**src/rtl/tvv_pkg.sv**
```systemverilog
package tvv_pkg;

    localparam logic [2:0] TAG_C = 3'd0;
    localparam logic [2:0] TAG_N = 3'd1;
    localparam logic [2:0] TAG_T = 3'd2;
    localparam logic [2:0] TAG_R = 3'd3;
    localparam logic [2:0] TAG_V = 3'd4;

    localparam logic [2:0] STAT_OK      = 3'd0;
    localparam logic [2:0] STAT_BAD_C   = 3'd1;
    localparam logic [2:0] STAT_BAD_T   = 3'd2;
    localparam logic [2:0] STAT_BAD_V   = 3'd3;
    localparam logic [2:0] STAT_BAD_R   = 3'd4;
    localparam logic [2:0] STAT_UNKNOWN = 3'd5;

    localparam logic [4:0] LEN_C     = 5'd6;
    localparam logic [4:0] LEN_T     = 5'd13;
    localparam logic [4:0] LEN_V     = 5'd15;
    localparam logic [4:0] COUNT_MAX = 5'd16;

    localparam logic [4:0] POS_CENTURY = 5'd1;
    localparam logic [4:0] POS_YEAR    = 5'd3;
    localparam logic [4:0] POS_MONTH   = 5'd5;
    localparam logic [4:0] POS_DAY     = 5'd7;
    localparam logic [4:0] POS_DASH    = 5'd8;
    localparam logic [4:0] POS_HOUR    = 5'd10;
    localparam logic [4:0] POS_MINUTE  = 5'd12;
    localparam logic [4:0] POS_SECOND  = 5'd14;

    localparam logic [7:0] CHAR_DASH = 8'h2d;

    localparam logic [6:0] MAX_HOUR   = 7'd24;
    localparam logic [6:0] MAX_MINSEC = 7'd59;

    function automatic logic is_digit(input logic [7:0] c);
        return (c >= 8'h30) && (c <= 8'h39);
    endfunction

    function automatic logic is_alnum(input logic [7:0] c);
        return is_digit(c) || ((c >= 8'h41) && (c <= 8'h5a)) || ((c >= 8'h61) && (c <= 8'h7a));
    endfunction

    function automatic logic [6:0] two_digit(input logic [3:0] tens, input logic [3:0] units);
        return ({3'b000, tens} * 7'd10) + {3'b000, units};
    endfunction

    // zero for a month that does not exist
    function automatic logic [4:0] month_days(input logic [6:0] month, input logic leap);
        logic [4:0] days;
        case (month)
            7'd1, 7'd3, 7'd5, 7'd7, 7'd8, 7'd10, 7'd12: days = 5'd31;
            7'd4, 7'd6, 7'd9, 7'd11:                    days = 5'd30;
            7'd2:                                       days = leap ? 5'd29 : 5'd28;
            default:                                    days = 5'd0;
        endcase
        return days;
    endfunction

endpackage

```
**src/rtl/tag_value_validator_core.sv**
```systemverilog
// tag_value_validator_core
// Checks one tag value, one character per request, and reports a verdict
// on the request marked last. The request channel (req_valid/req_ready)
// carries tag, ch, first, last and empty_value; the result channel
// (res_valid/res_ready) carries valid_res and status.
// A request is captured into an input register, then evaluated against the
// running value state; the verdict of the request marked last is registered
// into the result register and shown on res_valid until res_ready takes it.
// One request is taken per cycle while req_ready is high; the throughput is
// set by the single evaluation stage, which updates the state as requests fire.
// Requests without last never wait on the result side. A request with last
// waits in the input register while an earlier result is held by a stalled
// receiver; req_ready falls only then, and the held result stays unchanged.
// Reset empties both registers and returns the value state to its cleared
// form, as if the next request carried first.
module tag_value_validator_core (
    input  logic       clk,
    input  logic       rst_n,
    input  logic       req_valid,
    output logic       req_ready,
    input  logic [2:0] tag,
    input  logic [7:0] ch,
    input  logic       first,
    input  logic       last,
    input  logic       empty_value,
    output logic       res_valid,
    input  logic       res_ready,
    output logic       valid_res,
    output logic [2:0] status
);
    import tvv_pkg::*;

    logic       s1_valid_reg, s1_valid_next;
    logic [2:0] s1_tag_reg;
    logic [7:0] s1_ch_reg;
    logic       s1_first_reg;
    logic       s1_last_reg;
    logic       s1_empty_reg;

    logic [4:0] count_reg, count_next;
    logic       ok_reg, ok_next;
    logic [7:0] lead_reg, lead_next;
    logic       in_pair_reg, in_pair_next;
    logic [3:0] tens_reg, tens_next;
    logic [6:0] century_reg, century_next;
    logic [6:0] year_reg, year_next;
    logic [6:0] month_reg, month_next;
    logic [6:0] day_reg, day_next;
    logic [6:0] hour_reg, hour_next;
    logic [6:0] minute_reg, minute_next;
    logic [6:0] second_reg, second_next;

    logic       res_valid_reg, res_valid_next;
    logic       valid_res_reg;
    logic [2:0] status_reg;

    logic       go;
    logic       fire;
    logic       load_res;
    logic [4:0] pos;
    logic [4:0] time_len;
    logic [3:0] digit;
    logic [6:0] dval;
    logic       leap;
    logic [4:0] max_day;
    logic       time_ok;
    logic [2:0] stat;

    assign go        = !s1_last_reg || !res_valid_reg || res_ready;
    assign fire      = s1_valid_reg && go;
    assign req_ready = !s1_valid_reg || go;
    assign load_res  = fire && s1_last_reg;

    assign s1_valid_next  = (s1_valid_reg && !go) || (req_valid && req_ready);
    assign res_valid_next = (res_valid_reg && !res_ready) || load_res;

    always_comb
    begin
        pos          = s1_first_reg ? 5'd0 : count_reg;
        count_next   = pos;
        ok_next      = s1_first_reg ? 1'b1 : ok_reg;
        lead_next    = s1_first_reg ? 8'd0 : lead_reg;
        in_pair_next = s1_first_reg ? 1'b0 : in_pair_reg;
        tens_next    = s1_first_reg ? 4'd0 : tens_reg;
        century_next = s1_first_reg ? 7'd0 : century_reg;
        year_next    = s1_first_reg ? 7'd0 : year_reg;
        month_next   = s1_first_reg ? 7'd0 : month_reg;
        day_next     = s1_first_reg ? 7'd0 : day_reg;
        hour_next    = s1_first_reg ? 7'd0 : hour_reg;
        minute_next  = s1_first_reg ? 7'd0 : minute_reg;
        second_next  = s1_first_reg ? 7'd0 : second_reg;
        time_len     = (s1_tag_reg == TAG_T) ? LEN_T : LEN_V;
        digit        = s1_ch_reg[3:0];
        dval         = two_digit(tens_next, digit);

        if (!s1_empty_reg)
        begin
            if (pos < COUNT_MAX)
            begin
                count_next = pos + 5'd1;
            end
            case (s1_tag_reg)
                TAG_C:
                begin
                    if ((pos >= LEN_C) || !is_alnum(s1_ch_reg))
                    begin
                        ok_next = 1'b0;
                    end
                end
                TAG_T, TAG_V:
                begin
                    if (pos >= time_len)
                    begin
                        ok_next = 1'b0;
                    end
                    else if (pos == POS_DASH)
                    begin
                        if (s1_ch_reg != CHAR_DASH)
                        begin
                            ok_next = 1'b0;
                        end
                    end
                    else if (!is_digit(s1_ch_reg))
                    begin
                        ok_next = 1'b0;
                    end
                    else
                    begin
                        case (pos)
                            POS_CENTURY: century_next = dval;
                            POS_YEAR:    year_next    = dval;
                            POS_MONTH:   month_next   = dval;
                            POS_DAY:     day_next     = dval;
                            POS_HOUR:    hour_next    = dval;
                            POS_MINUTE:  minute_next  = dval;
                            POS_SECOND:  second_next  = dval;
                            default:     tens_next    = digit;
                        endcase
                    end
                end
                TAG_R:
                begin
                    if (!in_pair_next)
                    begin
                        if ((s1_ch_reg != CHAR_DASH) && !is_alnum(s1_ch_reg))
                        begin
                            ok_next = 1'b0;
                        end
                        lead_next    = s1_ch_reg;
                        in_pair_next = 1'b1;
                    end
                    else
                    begin
                        if (lead_next == CHAR_DASH)
                        begin
                            if (s1_ch_reg != CHAR_DASH)
                            begin
                                ok_next = 1'b0;
                            end
                        end
                        else if (!is_digit(s1_ch_reg))
                        begin
                            ok_next = 1'b0;
                        end
                        in_pair_next = 1'b0;
                    end
                end
                default:
                begin
                end
            endcase
        end
    end

    // verdict on the state after this request's character
    always_comb
    begin
        leap    = (year_next != 7'd0) ? (year_next[1:0] == 2'b00)
                                      : (century_next[1:0] == 2'b00);
        max_day = month_days(month_next, leap);
        time_ok = ok_next && (count_next == time_len) && (max_day != 5'd0)
                  && (day_next <= {2'b00, max_day})
                  && (hour_next <= MAX_HOUR)
                  && !((hour_next == MAX_HOUR) && (minute_next != 7'd0))
                  && (minute_next <= MAX_MINSEC)
                  && ((s1_tag_reg != TAG_V) || (second_next <= MAX_MINSEC));
        case (s1_tag_reg)
            TAG_C:   stat = (ok_next && (count_next == LEN_C)) ? STAT_OK : STAT_BAD_C;
            TAG_N:   stat = STAT_OK;
            TAG_T:   stat = time_ok ? STAT_OK : STAT_BAD_T;
            TAG_V:   stat = time_ok ? STAT_OK : STAT_BAD_V;
            TAG_R:   stat = (ok_next && !in_pair_next) ? STAT_OK : STAT_BAD_R;
            default: stat = STAT_UNKNOWN;
        endcase
    end

    always_ff @(posedge clk or negedge rst_n)
    begin
        if (!rst_n)
        begin
            s1_valid_reg  <= 1'b0;
            res_valid_reg <= 1'b0;
            count_reg     <= 5'd0;
            ok_reg        <= 1'b1;
            lead_reg      <= 8'd0;
            in_pair_reg   <= 1'b0;
            tens_reg      <= 4'd0;
            century_reg   <= 7'd0;
            year_reg      <= 7'd0;
            month_reg     <= 7'd0;
            day_reg       <= 7'd0;
            hour_reg      <= 7'd0;
            minute_reg    <= 7'd0;
            second_reg    <= 7'd0;
        end
        else
        begin
            s1_valid_reg  <= s1_valid_next;
            res_valid_reg <= res_valid_next;
            if (fire)
            begin
                count_reg   <= count_next;
                ok_reg      <= ok_next;
                lead_reg    <= lead_next;
                in_pair_reg <= in_pair_next;
                tens_reg    <= tens_next;
                century_reg <= century_next;
                year_reg    <= year_next;
                month_reg   <= month_next;
                day_reg     <= day_next;
                hour_reg    <= hour_next;
                minute_reg  <= minute_next;
                second_reg  <= second_next;
            end
        end
    end

    always_ff @(posedge clk)
    begin
        if (req_valid && req_ready)
        begin
            s1_tag_reg   <= tag;
            s1_ch_reg    <= ch;
            s1_first_reg <= first;
            s1_last_reg  <= last;
            s1_empty_reg <= empty_value;
        end
        if (load_res)
        begin
            valid_res_reg <= (stat == STAT_OK);
            status_reg    <= stat;
        end
    end

    assign res_valid = res_valid_reg;
    assign valid_res = valid_res_reg;
    assign status    = status_reg;

endmodule

```
**config.mk**
```make
export PLATFORM = sky130hd
export DESIGN_NAME = tag_value_validator_core
export DESIGN_NICKNAME = d
export VERILOG_FILES = /design/src/rtl/tvv_pkg.sv /design/src/rtl/tag_value_validator_core.sv
export SDC_FILE = /design/constraint.sdc
export NUM_CORES = 1
export LEC_CHECK = 0
export BUFFER_PORTS_ARGS = -buffer_cell sky130_fd_sc_hd__buf_4
export CORE_AREA = 2 2 89 91
export DETAILED_ROUTE_END_ITERATION = 16
export DIE_AREA = 0 0 91 93
export GPL_TIMING_DRIVEN = 0
export PLACE_DENSITY = 0.85
export SYNTH_ARGS = -nofsm -noshare
export SYNTH_HDL_FRONTEND = slang
export SYNTH_SLANG_ARGS = --single-unit
```
**constraint.sdc**
```tcl
create_clock -name clk -period 10.6 [get_ports clk]
set_input_delay 2.65 -clock clk [delete_from_list [all_inputs] [get_ports clk]]
set_output_delay 2.65 -clock clk [all_outputs]
set_load 0.1 [all_outputs]
```
==> metrics.cfg <==
[run_status]
status = finished clean

[routing]
drtAntennaViolNets = 0
drt-wirelength-per-cell_um = 19.05
drcViolationCount = 0
first_pass_iters = 5
wl_mm = 12.88
vias = 4462
via_per_inst = 6.601
initialDrtViolationCount = 444

[critical_path]
critPathMaxFanout = 10
end_kind = register
critPathBufInv = 5
path_delay_family = buffers and inverters
r2r-start = s1_first_reg$_DFFE_PP_
cp_slowest_cell = xnor2_1
r2r_end = status[0]$_DFFE_PP_
ff2ff_path_depth = 22
r2r_slack_ns = 3.14
critPathRequiredTime_ns = 10.73
worstSetupPathType = reg -> reg
path_depth = 22
cp-startpoint = s1_first_reg$_DFFE_PP_
worstSetupEndpoint = status[0]$_DFFE_PP_
critical-path-top-cell-by-count = clkbuf_1
path_cells = buf_2 -> clkbuf_1 -> clkbuf_1 -> clkbuf_1 -> clkbuf_1 -> nor2_1 -> ha_1 -> a21oi_1 -> a21boi_0 -> xnor2_1 -> o211ai_1 -> or4b_1 -> and2_1 -> ha_1 -> o21ai_0 -> nand2b_1 -> a211oi_1 -> o211ai_1 -> a2111oi_2 -> and4b_4 -> nand2_1 -> a21o_1
worstSetupStartpointType = register
cp.arrival_ns = 7.59
cpPeakStageDelay_ns = 0.80

[pwr]
irDropWorstVdd_v = 0.0001437
leakage_nw = 2.269
power_frac_comb = 0.133
switchingPower_mw = 0.1958
pwr-share-seq = 0.519
p_int_mw = 0.4563
pwr-share-clk = 0.348
switching_share = 0.3002
powerDensity_nw_per_um2 = 121.5

[floorplan]
die-area_um2 = 8463
rows = 32
die_y_um = 93
core_um2 = 7527
pin_count = 24
start_util = 0.6468
die_w_um = 91

[min_path]
min_from = day_reg[3]$_DFFE_PN0P_
min_path_type = reg -> reg

[placement]
dpl_worst_slack_ns = 3.377
io_buffers = 23
gp_congestion = 0.9964
hpwl_mm = 9.272

[sta]
hold_violations = 0
finalCriticalPeriod_ns = 7.458
setup_viol = 0
worstMarginPinSlew_ns = 0.9988
slew_headroom = 0.3293
final_max_slew_viol_count = 0
finalWorstSetupSlack_ns = 3.142
final.setup.tns_ns = 0
fin_worst_skew_ns = 0.008272
fmax_ghz = 0.1341
period_share = 0.7036
rsz0062_at_grt = false

[final_layout]
finalNetCount = 604
n_antenna_cell = 0
syn_to_final_growth_pct = 10.25
drive_above_1_share = 0.09930

[clock_tree]
clockBufferDepth = 2
post_cts_buffers = 0
clock_latency_ns = 0.37
cts_tree = done
path_clk_slew_ns = 0.09
root_buffer = clkbuf_8
cts_hold_buffers = 0
cts_max_level = 3
clock-sinks = 81
post_cts_resized = 0
cts_buffers = 9

[yosys]
synth_edf_count = 18
synth_area_leaders = dfrtp_1, edfxtp_1, o21ai_0, nand2_1, a22o_1
synth_top_area_share = 0.3187
yosys_warnings = 0
avgSynthCellArea_um2 = 9.100
ys.flop_type = dfrtp_1
syn_nets = 570
synth_seq_cells = 81
synth_cell_type_count = 70
synth_seq_area_share = 0.4351
netlist_instances = 535
async_flop_share = 0.7778
synth_area_um2 = 4868
synth_area_leader_cell = dfrtp_1

[grt]
antenna_found_initial = 0
grt_pass1_vias = 4363
grt_usage = 0.3256
grt_pass1_wl_mm = 21.56
overflow = 0
grt_max_degree = 64

[flow_run]
max_cap_violations = 0

## cells in the final DEF (no fill, tap or decap), types with 5 or more instances in the layout
cell / instances
a211oi_1: 5
a21o_1: 5
a21oi_1: 18
a22o_1: 26
and2_1: 12
and3_1: 9
buf_4: 23
clkbuf_1: 23
clkbuf_8: 9
dfrtp_1: 62
edfxtp_1: 18
ha_1: 17
inv_1: 10
nand2_1: 69
nand2b_1: 9
nand3_1: 13
nand4_1: 5
nor2_1: 40
nor2b_1: 13
nor3_1: 15
nor4_1: 5
o211ai_1: 9
o21ai_0: 59
xnor2_1: 7
## worst reg2reg max path, stage by stage, from the launching register on
cell       delay [ns]
edfxtp_1         0.51
buf_2            0.29
clkbuf_1         0.43
clkbuf_1         0.51
clkbuf_1         0.49
clkbuf_1         0.45
nor2_1           0.15
ha_1             0.36
a21oi_1          0.24
a21boi_0         0.15
xnor2_1          0.80
o211ai_1         0.19
or4b_1           0.58
and2_1           0.24
ha_1             0.31
o21ai_0          0.08
nand2b_1         0.08
a211oi_1         0.30
o211ai_1         0.20
a2111oi_2        0.28
and4b_4          0.33
nand2_1          0.06
a21o_1           0.18
## metal layers
| layer | part of all wire | GRT usage |
|---|---|---|
| met5 | 0 | 0 |
| met4 | 0.032 | 0.1427 |
| met3 | 0.082 | 0.07333 |
| met2 | 0.47 | 0.5346 |
| met1 | 0.41 | 0.4164 |
## how the worst min path moves through the flow
stage,end,slack [ns],depth (start not counted)
finish,day_reg[3]$_DFFE_PN0P_,0.48,2
floorplan,year_reg[4]$_DFFE_PN0P_,0.44,2
detailed placement,day_reg[1]$_DFFE_PN0P_,0.47,2
global placement,year_reg[4]$_DFFE_PN0P_,0.46,2
global route,day_reg[3]$_DFFE_PN0P_,0.51,2
CTS,year_reg[3]$_DFFE_PN0P_,0.49,2
## kinds of logic (layout without fill, tap and decap cells)
group / count (synthesis) / count (layout) / synth area share
xor gates and xnor gates: 9 / 9 / 0.01619
DFF: 81 / 81 / 0.4351
buffers and inverters: 37 / 76 / 0.03058
AOI/OAI and AO/OA: 164 / 164 / 0.2272
adders and majority gates: 17 / 17 / 0.04369
and+or+nand+nor: 223 / 223 / 0.2390
muxes: 4 / 4 / 0.008224
## metrics by stage
stage	utilization	hold slack [ns]	cells	area (µm²)	total power, mW
after global routing	0.7131	0.5136	676	5368	0.6774
final	0.7131	0.4835	676	5368	0.6520
after detailed placement	0.6867	0.4704	660	5169	0.4296
after CTS	0.7131	0.4897	676	5368	0.6507
after floorplan	-	0.4414	535	4868	0.3982
after global placement	0.6867	0.4558	660	5169	0.4270
## power by group through the flow
stage / logic, mW / registers [mW] / clock network, mW
after floorplan: 0.0476 / 0.351 / 0
after global placement: 0.0835 / 0.344 / 0
after detailed placement: 0.0854 / 0.344 / 0
after CTS: 0.0858 / 0.338 / 0.227
after global routing: 0.0943 / 0.340 / 0.244
final: 0.0869 / 0.338 / 0.227
## final cells by class
class / count / area [µm²]
inverter: 11 / 41.29
timing repair buffer: 23 / 172.7
fill: 638 / 2160
multi-input combinational: 417 / 2601
buffer: 26 / 107.6
clock inverter: 6 / 50.05
clock buffer: 10 / 148.9
tap: 102 / 127.6
sequential: 81 / 2118
## synth_stat cells, types with 9 or more instances
master    instances
nor2b_1          13
o211ai_1          9
o21ai_0          59
edfxtp_1         18
nand2b_1          9
dfrtp_1          62
nand2_1          69
nor2_1           40
nand3_1          13
inv_1            10
a21oi_1          18
a22o_1           26
clkbuf_1         23
nor3_1           15
ha_1             17
and3_1            9
and2_1           12
No activity file was read; power rests on OpenSTA's default activity.
